## src/hdl/tabg_pkg.sv

```systemverilog
// tabg_pkg: shared types and constants of the turbo autofire button gate
// depends on nothing; used by the lane, the top level and the testbench
package tabg_pkg;

    // lanes that work side by side, one button each per pass
    localparam int LANES = 8;
    // width of one frame number and one press frame
    localparam int FRAME_W = 64;
    // configuration register indexes
    localparam logic [1:0] CFG_TAP_INTERVAL = 2'd0;
    localparam logic [1:0] CFG_AUTO_TAP     = 2'd1;
    localparam logic [1:0] CFG_AUTO_HOLD    = 2'd2;
    // operation codes
    localparam logic OP_PROCESS = 1'b0;
    localparam logic OP_CLEAR   = 1'b1;

    // sequencer strobes to every lane
    typedef struct packed {
        logic clr;
        logic ld;
        logic step;
    } t_lane_ctl;

    // what one lane found for its current button
    typedef struct packed {
        logic out_bit;
        logic toggled;
        logic turbo;
    } t_lane_res;

endpackage

```

## src/hdl/tabg_ram.sv

```systemverilog
// tabg_ram: generic single write, single read RAM with registered read data
// depends on nothing
module tabg_ram #(
    parameter int WIDTH = 64,
    parameter int DEPTH = 32,
    parameter int AW    = 5
) (
    input  logic             i_clk,
    input  logic             i_we,
    input  logic [AW-1:0]    i_waddr,
    input  logic [WIDTH-1:0] i_wdata,
    input  logic [AW-1:0]    i_raddr,
    output logic [WIDTH-1:0] o_rdata
);
    logic [WIDTH-1:0] r_mem [DEPTH];
    logic [WIDTH-1:0] r_rdata;

    // write port and registered read port
    always_ff @(posedge i_clk) begin
        if (i_we) begin
            r_mem[i_waddr] <= i_wdata;
        end
        r_rdata <= r_mem[i_raddr];
    end

    assign o_rdata = r_rdata;
endmodule

```

## src/hdl/tabg_lane.sv

```systemverilog
// tabg_lane: one button lane: press frame bank, held and turbo bits, bit-serial modulo
// depends on tabg_pkg and tabg_ram
module tabg_lane #(
    parameter int DEPTH = 32,
    parameter int AW    = 5
) (
    input  logic                 i_clk,
    input  logic                 i_rst_n,
    input  tabg_pkg::t_lane_ctl  i_ctl,
    input  logic [AW-1:0]        i_addr,
    input  logic                 i_btn,
    input  logic [63:0]          i_now,
    input  logic                 i_mod_held,
    input  logic                 i_mod_just,
    input  logic [7:0]           i_tap,
    input  logic                 i_auto_tap,
    input  logic                 i_auto_hold,
    output tabg_pkg::t_lane_res  o_res
);
    import tabg_pkg::*;

    logic [DEPTH-1:0]   r_held;
    logic [DEPTH-1:0]   r_turbo;
    logic [FRAME_W-1:0] w_pf;
    logic [FRAME_W-1:0] r_div;
    logic [FRAME_W-1:0] n_div;
    logic [7:0]         r_rem;
    logic               r_drive;
    logic               r_tog;
    logic               r_turbo_bit;
    logic               r_bit;
    logic               w_upd;
    logic               w_turbo_new;
    logic [8:0]         w_period;
    logic [8:0]         w_trial;

    // press frame bank; the held bit says whether an entry is live
    tabg_ram #(.WIDTH(FRAME_W), .DEPTH(DEPTH), .AW(AW)) u_ram (
        .i_clk  (i_clk),
        .i_we   (i_ctl.ld && w_upd),
        .i_waddr(i_addr),
        .i_wdata(i_now),
        .i_raddr(i_addr),
        .o_rdata(w_pf)
    );

    // new press or modifier edge restarts the button, modifier toggles turbo
    always_comb begin
        w_upd       = i_btn && (!r_held[i_addr] || i_mod_just);
        w_turbo_new = r_turbo[i_addr] ^ (w_upd && i_mod_held);
        if (!i_btn) begin
            n_div = i_now;
        end else if (w_upd) begin
            n_div = '0;
        end else begin
            n_div = i_now - w_pf;
        end
    end

    assign w_period = {1'b0, i_tap} + 9'd1;
    assign w_trial  = {r_rem, r_div[FRAME_W-1]};

    // held and turbo bits, cleared at once by reset or clear
    always_ff @(posedge i_clk) begin
        if (!i_rst_n || i_ctl.clr) begin
            r_held  <= '0;
            r_turbo <= '0;
        end else if (i_ctl.ld) begin
            r_held[i_addr]  <= i_btn;
            r_turbo[i_addr] <= w_turbo_new;
        end
    end

    // restoring remainder, one dividend bit per step
    always_ff @(posedge i_clk) begin
        if (i_ctl.ld) begin
            r_div       <= n_div;
            r_rem       <= '0;
            r_drive     <= w_turbo_new && (i_btn || i_auto_tap || i_auto_hold);
            r_tog       <= w_upd && i_mod_held;
            r_turbo_bit <= w_turbo_new;
            r_bit       <= i_btn;
        end else if (i_ctl.step) begin
            r_div <= {r_div[FRAME_W-2:0], 1'b0};
            if (w_trial >= w_period) begin
                r_rem <= 8'(w_trial - w_period);
            end else begin
                r_rem <= w_trial[7:0];
            end
        end
    end

    // gate the button by the pulse phase
    always_comb begin
        o_res.out_bit = r_drive ? (({1'b0, r_rem} < (w_period >> 1)) || i_auto_hold) : r_bit;
        o_res.toggled = r_tog;
        o_res.turbo   = r_turbo_bit;
    end
endmodule

```

## config.mk

```make
export PLATFORM = sky130hd
export DESIGN_NAME = tabg_lane
export DESIGN_NICKNAME = d
export VERILOG_FILES = /design/src/hdl/tabg_pkg.sv /design/src/hdl/tabg_ram.sv /design/src/hdl/tabg_lane.sv
export SDC_FILE = /design/constraint.sdc
export NUM_CORES = 2
export LEC_CHECK = 0
export CAP_MARGIN = 5
export CORE_ASPECT_RATIO = 1.2
export CORE_MARGIN = 3
export CORE_UTILIZATION = 55
export DETAILED_ROUTE_END_ITERATION = 7
export DONT_BUFFER_PORTS = 1
export PLACE_DENSITY = 0.73
export SYNTH_ARGS = -nofsm -noshare
export SYNTH_HDL_FRONTEND = slang
export SYNTH_SLANG_ARGS = --single-unit
export TNS_END_PERCENT = 50
```

## constraint.sdc

```tcl
create_clock -name i_clk -period 7.9 [get_ports i_clk]
set_input_delay 0.79 -clock i_clk [delete_from_list [all_inputs] [get_ports i_clk]]
set_output_delay 0.79 -clock i_clk [all_outputs]
set_load 0.005 [all_outputs]
```

==> flow_summary.json <==
{
  "status": "finished with violations",
  "violations": "slew limit",
  "clock-root-buffer": "clkbuf_16",
  "setup_tns_ns": 0,
  "vias": 48254,
  "p_leak_uw": 0.0311,
  "ir_drop_uv": 254,
  "syn_area_mm2": 0.0886,
  "clk_path_buf_depth": 3,
  "critPathMostFrequentCell": "buf_4",
  "whs_ns": 0.0510,
  "drt_wl_total_um": 243000,
  "viasPerCell": 6.91,
  "cts_tree": "yes",
  "fin_total_pwr_uw": 24700,
  "synthesis.nets": 4718,
  "pre_cts_ws_ns": 2.70,
  "start_kind": "flop",
  "avgSynthCellArea_um2": 19.5,
  "setup_viol": 0,
  "fp-row-count": 160,
  "ioPinCount": 90,
  "final_util": 0.621,
  "ys_ff_latch": 2252,
  "worst_slack_ns": 3.50,
  "antenna_found_initial": 32,
  "place_hpwl_um": 126000,
  "grt_pass1_vias": 46119,
  "end_kind": "flop",
  "initial_utilization": 0.556,
  "path_clk_slew_ns": 0.06,
  "slowest_delay_ns": 0.90,
  "cap_violations": 0,
  "skew_ns": 0.0267,
  "path_class": "reg2reg",
  "cts_buffers": 200,
  "synth.distinct_cells": 71,
  "worstPathCellList": "mux4_2, a22o_1, a221oi_2, and3_1, o21ai_4, buf_4, nor2_4, buf_4",
  "ant_nets": 0,
  "clock_latency_ns": 0.86,
  "hold_viol_final": 0,
  "power_density_mw_per_mm2": 249,
  "fp.dieArea_mm2": 0.166,
  "core_mm2": 0.159,
  "ctsHoldBuffers": 129,
  "fin_crit_ns": 4.40,
  "slew_headroom": -0.464,
  "cts-resized-gates": 0,
  "place.gp.congestion": 0.885,
  "post_cts_buffers": 0,
  "async_reset_ff_frac": 0,
  "synth-seq-area-share": 0.748,
  "drive_gt1_frac": 0.198,
  "die_h_um": 446,
  "hold_path_class": "in2reg",
  "grt-ovfl-total": 0,
  "cp_max_fo": 34,
  "die_w_um": 372,
  "nets": 4856,
  "dr.pass1.iters": 6,
  "fmax_mhz": 227,
  "clock-sinks": 2252,
  "synth_edf_count": 2116,
  "cpMaxStageDelayCell": "nor2_4",
  "synth_warnings": 0,
  "grt_pass1_wl_um": 346000,
  "synth_cells": 4554,
  "drtIter0Drc": 8751,
  "drc_errors": 0,
  "area_growth_pct": 11.7,
  "required_ns": 8.37,
  "worstPathArrival_ns": 4.87,
  "rsz0062_at_grt": "no",
  "finalCritPeriodShare": 0.557,
  "wire_per_inst_um": 34.8,
  "grt_util_all_layers": 0.297,
  "grt_max_degree": 533,
  "worst_slew_pin_slew_ns": 2.20,
  "drv_slew": 297,
  "synth-main-ff-cell": "edfxtp_1",
  "port_buffers": 0,
  "htreeDepth": 4
}
[per-stage QoR]
stage	cell area [um2]	cells
2_1_floorplan	88600	4554
3_3_place_gp	90900	6463
3_5_place_dp	90900	6463
4_1_cts	98800	6960
5_1_grt	98900	6966
6_report	98900	6979
[critical path: cells and delay by family, from the launching register on]
family                 cells  cell delay [ns]
flip-flops                 1             0.32
AO/OA/AOI/OAI              3             0.73
buffers and inverters      2             1.03
AND/OR/NAND/NOR            2             1.37
multiplexers               1             0.47
[where the power goes]
| part | switching (uW) | internal (uW) |
|---|---|---|
| registers | 53.5 | 13200 |
| logic | 1110 | 695 |
| clock network | 4340 | 5260 |
[final timing paths]
check | from | to | slack, ns | depth (start not counted)
max | r_held[3] | u_ram.r_mem[0][22] | 3.50 | 8
min | i_now[30] | u_ram.r_mem[22][30] | 0.05 | 0
max reg2reg | r_held[3] | u_ram.r_mem[0][22] | 3.50 | 8
min reg2reg | r_turbo[30] | r_turbo[30] | 0.45 | 2
[cells in the final DEF (no fill, tap or decap), drive strengths merged, types with 9 or more instances in the layout]
cell type / synthesis / layout
a211oi: 10 / 10
a21o: 32 / 32
a21oi: 175 / 175
a221oi: 27 / 27
a22oi: 289 / 289
a31oi: 19 / 19
and3: 14 / 14
buf: 92 / 91
bufinv: 0 / 15
clkbuf: 171 / 259
clkinv: 1 / 76
dfxtp: 136 / 136
diode: 0 / 15
dlygate4sd3: 0 / 108
edfxtp: 2116 / 2116
ha: 75 / 75
inv: 93 / 105
mux4: 528 / 528
nand2: 149 / 149
nand3: 49 / 49
nand4: 82 / 82
nor2: 168 / 168
nor2b: 12 / 12
nor3: 31 / 31
o211ai: 9 / 9
o21ai: 102 / 102
o21bai: 19 / 19
xnor2: 44 / 44
xor2: 27 / 27
[area by class of cell]
cell class	instances	area (um2)
Antenna cell	15	37.5
Clock buffer	259	5310
Clock inverter	109	1060
Fill cell	10831	60400
Inverter	94	353
Multi-Input combinational cell	1945	21200
Sequential cell	2252	66300
Tap cell	2106	2640
Timing Repair Buffer	199	2110
[cell families (layout without fill, tap and decap cells)]
family / Yosys count / count (layout) / share of synthesized area
muxes: 538 / 538 / 0.135
adders and majority gates: 77 / 77 / 0.0110
and+or+nand+nor: 541 / 541 / 0.0286
AOI/OAI and AO/OA: 718 / 718 / 0.0539
DFF: 2252 / 2252 / 0.748
xor gates and xnor gates: 71 / 71 / 0.00723
buffers and inverters: 357 / 661 / 0.0160
other: 0 / 15 / 0
[state kept, by name, indices dropped and copies added (netlist names)]
name / count
r_rem: 8
u_ram.r_mem: 2048
r_held: 32
r_bit: 1
r_drive: 1
r_tog: 1
r_div: 64
r_turbo: 32
u_ram.o_rdata: 64
r_turbo_bit: 1
[cell usage after synthesis (all sizes together), types with 8 or more instances]
cell    number  area share
nor3        31      0.0018
o21ai      102      0.0059
a22oi      289       0.024
ha          75       0.011
o21a         8     0.00068
a211oi      10     0.00085
a221oi      27      0.0027
o211ai       9     0.00082
inv         93      0.0039
o21bai      19      0.0016
nor2b       12     0.00085
and3        14     0.00099
dfxtp      136       0.031
a31oi       19      0.0013
nand4       82      0.0058
xnor2       44      0.0043
xor2        27      0.0029
mux2i        8     0.00090
a21oi      175      0.0099
nor2       168      0.0073
buf         92      0.0048
a21o        32      0.0027
edfxtp    2116        0.72
clkbuf     171      0.0072
mux4       528        0.13
nand3       49      0.0028
nand2      149      0.0063
[routing by layer]
metal	vias up	wire (um)	global-route usage
li1	19134	-	-
met1	25110	91500	0.452
met2	3572	105000	0.405
met3	416	40500	0.119
met4	22	5830	0.0701
met5	-	178	0.00207
Note: power is estimated with default switching activity, not from simulation.
